### src/rtl/core/ldrt_pkg.sv
// ----------------------------------------------------------------------------
// ldrt_pkg: shared types and constants for the longest distinct run tracker
// Request payload types for both channels and default sizing.
// ----------------------------------------------------------------------------
package ldrt_pkg;

  localparam int DATA_W      = 32;
  localparam int LEN_W       = 7;
  localparam int MAX_WIN_DEF = 64;

  typedef struct packed {
    logic signed [DATA_W-1:0] value;
    logic                     first;
  } in_t;

  typedef struct packed {
    logic [LEN_W-1:0] run_len;
    logic [LEN_W-1:0] best_len;
    logic             overflow;
  } out_t;

endpackage

### src/rtl/core/longest_distinct_run_tracker.sv
// ----------------------------------------------------------------------------
// longest_distinct_run_tracker: longest run of distinct values in a stream
// Tracks the current all-distinct window and the longest one seen.
// ----------------------------------------------------------------------------
// Usage:
//   Input channel (in_valid/in_stall/in_data) takes one signed 32-bit value
//   per request; in_data.first starts a new sequence (window, best length
//   and overflow cleared before the value is taken in).
//   Output channel (out_valid/out_stall/out_data) returns one result per
//   request: current run length, best length and the sticky overflow flag.
//   A request passes through two registers before out_valid rises: the input
//   register, then the window match and state update land in the output
//   register.
//   Throughput is one request per cycle while out_stall does not hold a
//   waiting result; the window is a circular register store compared against
//   the value in parallel, so each item's match and state update are combinational.
//   While out_stall holds a waiting result, one more request is taken into
//   the input register, after which in_stall rises until the result drains.
//   Synchronous reset empties the window and clears best length, overflow
//   and both valid flags; slot contents are left as they are.
// ----------------------------------------------------------------------------
module longest_distinct_run_tracker #(
  parameter int MaxWin = ldrt_pkg::MAX_WIN_DEF
) (
  input  logic           clk,
  input  logic           rst_n,
  input  logic           in_valid,
  output logic           in_stall,
  input  ldrt_pkg::in_t  in_data,
  output logic           out_valid,
  input  logic           out_stall,
  output ldrt_pkg::out_t out_data
);

  localparam int IdxW = $clog2(MaxWin);
  localparam int LenW = $clog2(MaxWin + 1);

  function automatic logic [IdxW-1:0] wrap_inc(input logic [IdxW-1:0] p);
    logic [IdxW-1:0] r;
    if (p == IdxW'(MaxWin - 1)) begin
      r = '0;
    end else begin
      r = p + 1'b1;
    end
    return r;
  endfunction

  logic           s1_valid_r, s1_valid_nxt;
  ldrt_pkg::in_t  s1_r;
  logic           out_valid_r, out_valid_nxt;
  ldrt_pkg::out_t out_r, out_nxt;
  logic [IdxW-1:0] head_r, head_nxt;
  logic [IdxW-1:0] tail_r, tail_nxt;
  logic [LenW-1:0] len_r, len_nxt;
  logic [LenW-1:0] best_r, best_nxt;
  logic            ovf_r, ovf_nxt;

  logic            accept;
  logic            advance;
  logic [IdxW-1:0] head_eff;
  logic [LenW-1:0] len_eff;
  logic [LenW-1:0] best_eff;
  logic            ovf_eff;
  logic            hit;
  logic [IdxW-1:0] hit_off;
  logic [IdxW:0]   hit_next;

  assign advance  = s1_valid_r && (!out_valid_r || !out_stall);
  assign in_stall = s1_valid_r && !advance;
  assign accept   = in_valid && !in_stall;

  // start flag: empty window at the tail
  assign head_eff = s1_r.first ? tail_r : head_r;
  assign len_eff  = s1_r.first ? '0 : len_r;
  assign best_eff = s1_r.first ? '0 : best_r;
  assign ovf_eff  = s1_r.first ? 1'b0 : ovf_r;

  ldrt_window #(
    .MaxWin (MaxWin)
  ) u_window (
    .clk     (clk),
    .wr_en   (advance),
    .wr_idx  (tail_r),
    .wr_data (s1_r.value),
    .head    (head_eff),
    .len     (len_eff),
    .key     (s1_r.value),
    .hit     (hit),
    .hit_off (hit_off)
  );

  always_comb begin
    hit_next = {1'b0, head_eff} + {1'b0, hit_off} + (IdxW+1)'(1);
    if (hit_next >= (IdxW+1)'(MaxWin)) begin
      hit_next = hit_next - (IdxW+1)'(MaxWin);
    end

    head_nxt = head_eff;
    len_nxt  = len_eff + 1'b1;
    ovf_nxt  = ovf_eff;
    if (hit) begin
      // drop everything up to and including the earlier copy
      head_nxt = hit_next[IdxW-1:0];
      len_nxt  = len_eff - LenW'(hit_off);
    end else if (len_eff == LenW'(MaxWin)) begin
      // full: evict oldest, tail overwrites it
      head_nxt = wrap_inc(head_eff);
      len_nxt  = len_eff;
      ovf_nxt  = 1'b1;
    end
    tail_nxt = wrap_inc(tail_r);
    best_nxt = (len_nxt > best_eff) ? len_nxt : best_eff;

    out_nxt.run_len  = ldrt_pkg::LEN_W'(len_nxt);
    out_nxt.best_len = ldrt_pkg::LEN_W'(best_nxt);
    out_nxt.overflow = ovf_nxt;
  end

  assign s1_valid_nxt  = accept || (s1_valid_r && !advance);
  assign out_valid_nxt = advance || (out_valid_r && out_stall);

  always_ff @(posedge clk) begin
    if (!rst_n) begin
      s1_valid_r  <= 1'b0;
      out_valid_r <= 1'b0;
      head_r      <= '0;
      tail_r      <= '0;
      len_r       <= '0;
      best_r      <= '0;
      ovf_r       <= 1'b0;
    end else begin
      s1_valid_r  <= s1_valid_nxt;
      out_valid_r <= out_valid_nxt;
      if (advance) begin
        head_r <= head_nxt;
        tail_r <= tail_nxt;
        len_r  <= len_nxt;
        best_r <= best_nxt;
        ovf_r  <= ovf_nxt;
      end
    end
  end

  always_ff @(posedge clk) begin
    if (accept) begin
      s1_r <= in_data;
    end
    if (advance) begin
      out_r <= out_nxt;
    end
  end

  assign out_valid = out_valid_r;
  assign out_data  = out_r;

`ifndef SYNTHESIS
  a_len_bound: assert property (@(posedge clk) disable iff (!rst_n)
    len_r <= LenW'(MaxWin))
    else $error("window length above capacity");

  a_best_ge_len: assert property (@(posedge clk) disable iff (!rst_n)
    best_r >= len_r)
    else $error("best length below current length");

  a_first_no_hit: assert property (@(posedge clk) disable iff (!rst_n)
    s1_valid_r && s1_r.first |-> !hit)
    else $error("match found in a cleared window");

  a_hit_in_window: assert property (@(posedge clk) disable iff (!rst_n)
    s1_valid_r && hit |-> LenW'(hit_off) < len_eff)
    else $error("match offset outside window");

  a_advance_out: assert property (@(posedge clk) disable iff (!rst_n)
    advance |=> out_valid_r)
    else $error("processed request produced no result");
`endif

endmodule

### src/rtl/core/ldrt_window.sv
// ----------------------------------------------------------------------------
// ldrt_window: circular window store with parallel match
// Slots are written at the tail; every slot inside [head, head+len) is
// compared with the key, and the hit's offset from head is returned.
// ----------------------------------------------------------------------------
module ldrt_window #(
  parameter int MaxWin = ldrt_pkg::MAX_WIN_DEF,
  localparam int IdxW  = $clog2(MaxWin),
  localparam int LenW  = $clog2(MaxWin + 1)
) (
  input  logic                        clk,
  input  logic                        wr_en,
  input  logic [IdxW-1:0]             wr_idx,
  input  logic [ldrt_pkg::DATA_W-1:0] wr_data,
  input  logic [IdxW-1:0]             head,
  input  logic [LenW-1:0]             len,
  input  logic [ldrt_pkg::DATA_W-1:0] key,
  output logic                        hit,
  output logic [IdxW-1:0]             hit_off
);

  logic [ldrt_pkg::DATA_W-1:0] slot_r [MaxWin];
  logic [IdxW-1:0]             off    [MaxWin];
  logic [MaxWin-1:0]           match;

  always_ff @(posedge clk) begin
    if (wr_en) begin
      slot_r[wr_idx] <= wr_data;
    end
  end

  // position of each slot relative to the window start
  always_comb begin
    logic [IdxW:0] diff;
    for (int s = 0; s < MaxWin; s++) begin
      diff = (IdxW+1)'(s) - {1'b0, head};
      if (head > IdxW'(s)) begin
        diff = diff + (IdxW+1)'(MaxWin);
      end
      off[s]   = diff[IdxW-1:0];
      match[s] = (LenW'(off[s]) < len) && (slot_r[s] == key);
    end
  end

  // at most one slot matches, so an OR merge picks its offset
  always_comb begin
    hit_off = '0;
    for (int s = 0; s < MaxWin; s++) begin
      hit_off = hit_off | (match[s] ? off[s] : '0);
    end
  end

  assign hit = |match;

endmodule

### config.mk
export PLATFORM = sky130hd
export DESIGN_NAME = longest_distinct_run_tracker
export DESIGN_NICKNAME = d
export VERILOG_FILES = /design/src/rtl/core/ldrt_pkg.sv /design/src/rtl/core/longest_distinct_run_tracker.sv /design/src/rtl/core/ldrt_window.sv
export SDC_FILE = /design/constraint.sdc
export NUM_CORES = 2
export LEC_CHECK = 0
export BUFFER_PORTS_ARGS = -buffer_cell sky130_fd_sc_hd__clkbuf_2
export CORE_ASPECT_RATIO = 0.9
export CORE_MARGIN = 2
export CORE_UTILIZATION = 28
export CTS_BUF_LIST = sky130_fd_sc_hd__clkbuf_4
export CTS_CLUSTER_DIAMETER = 40
export CTS_CLUSTER_SIZE = 16
export DETAILED_ROUTE_END_ITERATION = 10
export GPL_TIMING_DRIVEN = 1
export HOLD_SLACK_MARGIN = 0.08
export PLACE_DENSITY = 0.45
export SETUP_SLACK_MARGIN = 0.2
export SLEW_MARGIN = 5
export SYNTH_ARGS = -nofsm -noshare
export SYNTH_HDL_FRONTEND = slang
export SYNTH_SLANG_ARGS = --single-unit
### constraint.sdc
create_clock -name clk -period 10.61 [get_ports clk]
set_input_delay 3.183 -clock clk [delete_from_list [all_inputs] [get_ports clk]]
set_output_delay 3.183 -clock clk [all_outputs]
set_load 0.05 [all_outputs]
==> run metrics <==
run status=finished clean; GRT Resource Usage Total=around 17%; peak supply drop=about 0.073 mV; critical hold path startpoint=best_r[6]$_SDFFE_PN0P_; Detail Placement HPWL=roughly 200,000 microns; Power Total=approximately 0.018 W; mean instance size in the synthesized netlist=around 15 sq um; Top Ports=54; max cap viols=0; Setup Crit Path Kind=flip-flop to flip-flop; vias after detailed routing=roughly 54,000; antenna violations before repair=25; portion of the clock cycle consumed by the worst path in the final layout=90.0%; Post-route DRC=0; CTS tree=built; number of rows created at floorplan=204; number of cell instances on the worst register-to-register path=36; data required time of the critical path=~12 ns; syn nets=approximately 6,500; Crit Reg-Reg Startpoint=s1_r[0]$_DFFE_PP_; worst-case clock skew=about 0.19 ns; minimum clock period=9.55 ns; top cells by count, synth=2,096 x sky130_fd_sc_hd__edfxtp_1, 1,423 x sky130_fd_sc_hd__xor2_1, 694 x sky130_fd_sc_hd__xnor2_1; most common cell in the netlist=sky130_fd_sc_hd__edfxtp_1; area of the mapped netlist=approximately 0.097 sq mm; register-to-register path setup slack=~1.1 ns; highest attainable clock frequency=approximately 100 MHz; static power due to leakage=between 30 and 40 nW; final global-route overflow total=0; Pre-antenna DRT Iters=5; part of the Yosys area used for sequential elements=around 66%; crit-path most repeated cell=sky130_fd_sc_hd__ha_1; end point of the worst hold path=best_r[6]$_SDFFE_PN0P_; number of buffer cells added on primary ports=53; ys flop type=sky130_fd_sc_hd__edfxtp_1; Iter 0 DRT Violations=between 4,000 and 5,000; deepest clock path buffer count=4; actual slew at the worst max-slew pin=roughly 1.3 ns; largest delay contributor family on the critical path=compound AO/OA/AOI/OAI gates; root buffer selected by CTS=sky130_fd_sc_hd__clkbuf_4; clock sink count=2,125; clock edge transition at the registers on the reported setup and hold paths=0.11 ns; weighted congestion reported at the end of routability-driven placement=around 0.89; register bit total from synthesis=between 2,000 and 2,500; height of the die=561 microns; critical path depth=36; Avg WL per Cell=26.3 microns; fraction of final layout cells with drive strength greater than 1=around 17%; total negative slack for setup checks=0 ns; final setup vio count=0; cell taking the most area after synthesis=sky130_fd_sc_hd__edfxtp_1; arrival time of the worst setup path=between 10 and 15 ns; Worst Path Max Fanout=14; count of hold-fix buffers inserted at cts=0; cell area power density=approximately 160 mW/mm^2; worst hold path depth=2; number of synthesis warnings=0; Slew headroom=~11%; endpoints failing hold=0; first-pass GRT wire length=~430,000 microns; full die area=about 0.35 sq mm; Final Max Tran Viols=0; setup repair after global routing missed its margin=no; synth-to-layout area growth=13.5%; min-delay worst type=flip-flop to flip-flop; cell with the biggest individual delay on the critical path=sky130_fd_sc_hd__xnor2_1; total number of nets in the final design=between 6,000 and 7,000; Routed Antenna Nets=0; Clk Latency, worst-skew pair=1.38 ns; number of H-tree levels=5; sort of element at the start of the critical path=flip-flop; leading post-synthesis cells by cell area=sky130_fd_sc_hd__edfxtp_1 65%, sky130_fd_sc_hd__xor2_1 13%, sky130_fd_sc_hd__xnor2_1 6.3%; vias in the first global route=between 50,000 and 60,000; effective utilization at floorplan=28.1%; per-cell via count in the routed design=about 4.6; pin count of the biggest net entering global routing=62; synthesized instance count=~6,300; Die Width=623 microns; share of flip-flops with an asynchronous set or reset=0%; buffer and inverter count on the worst path=7; Total Wirelength=around 300,000 microns; Yosys cell types=96; kind of end point of the critical path=flip-flop; critical path's largest stage delay=0.74 ns; area share of the largest cell type after synthesis=approximately 65%; Core Footprint=around 0.34 sq mm; Reg2Reg Capture Point=best_r[5]$_SDFFE_PN0P_; count of flip-flops with a built-in enable after synthesis=roughly 2,100; CTS buffer count=360
per-stage QoR:
stage	utilization, %	instances	worst slack (ns)	instance area (sq um)	hold slack (ns)
after CTS	31.9	11600	0.344	109000	0.491
after global placement	30.2	10900	0.314	103000	0.464
final	31.9	11600	1.06	110000	0.492
after global routing	31.9	11600	0.328	110000	0.511
after detailed placement	30.2	10900	0.497	103000	0.475
after floorplan	-	6288	2.60	96500	0.449
how the worst max path moves through the flow:
stage,start,end,slack [ns]
finish,s1_r[0]$_DFFE_PP_,best_r[5]$_SDFFE_PN0P_,1.06
global route,tail_r[2]$_SDFFE_PN0P_,best_r[5]$_SDFFE_PN0P_,0.33
CTS,s1_r[0]$_DFFE_PP_,best_r[5]$_SDFFE_PN0P_,0.34
detailed placement,s1_r[0]$_DFFE_PP_,best_r[5]$_SDFFE_PN0P_,0.50
global placement,s1_r[0]$_DFFE_PP_,best_r[5]$_SDFFE_PN0P_,0.31
floorplan,out_stall,u_window.slot_r[44][0]$_DFFE_PP_,2.60
power by group:
| group | internal, W | leakage (nW) | switching [W] | total [W] |
|---|---|---|---|---|
| Sequential | 0.00924 | 19.1 | 0.0000564 | 0.00929 |
| Combinational | 0.000482 | 13.7 | 0.000979 | 0.00146 |
| Clock | 0.00325 | 3.15 | 0.00361 | 0.00686 |
logic make-up (layout without fill, tap and decap cells):
logic type	count (synthesis)	count (layout)	share of synthesized area, %
buf+inv	375	1156	3.34
simple gates	1142	1142	6.72
compound gates	330	330	2.34
other cells	0	7	0
fa+ha+maj	167	167	2.18
xor+xnor	2118	2118	19.2
mux	31	31	0.371
flops	2125	2125	65.8
state kept, by name (all words and copies together) (netlist names):
name	flops
s1_r	33
ovf_r	1
tail_r	6
s1_valid_r	1
u_window.slot_r	2048
best_r	7
out_data	15
len_r	7
out_valid	1
head_r	6
routing by layer:
metal  GRT usage (%)  share of wire [%]
met3            2.63                4.5
met4            3.99                2.1
met5               0             0.0075
met1            25.4                 49
met2            26.2                 44
what timing repair did:
| action | CTS | global route |
|---|---|---|
| resized for setup | 0 | 4 |
| setup endpoints to repair | 0 | 12 |
| setup buffers | 0 | 6 |
placed cells by master (no fill, tap or decap), drive strengths merged, types with 13 or more instances in the layout:
cell type and count:
a2111oi 23, a21o 23, a21oi 101, and2 20
and3 13, buf 355, bufinv 53, clkbuf 437
clkinv 118, clkinvlp 47, dfxtp 29, edfxtp 2096
ha 165, inv 146, mux2i 22, nand2 112
nand3 125, nand4 237, nor2 122, nor2b 16
nor3 68, nor4 362, o21ai 46, xnor2 695
xor2 1423
cell type report:
class | count | area (sq um)
inverters | 97 | 364
flip-flops and latches | 2125 | 63500
fillers | 33800 | 234000
repair buffers | 408 | 3790
diodes | 7 | 17.5
clock inverters | 267 | 3100
clock buffers | 384 | 2880
multi-input cells | 3788 | 30200
well taps | 4532 | 5670
worst reg2reg max path: cells and delay by family, from the launching register on:
| kind | cells | cell delay, ns |
|---|---|---|
| mux | 1 | 0.24 |
| xor+xnor | 1 | 0.74 |
| simple gates | 10 | 1.98 |
| fa+ha+maj | 4 | 1.52 |
| compound gates | 13 | 3.30 |
| flops | 1 | 0.38 |
| buf+inv | 7 | 1.29 |
(Power assumes the default switching activity.)
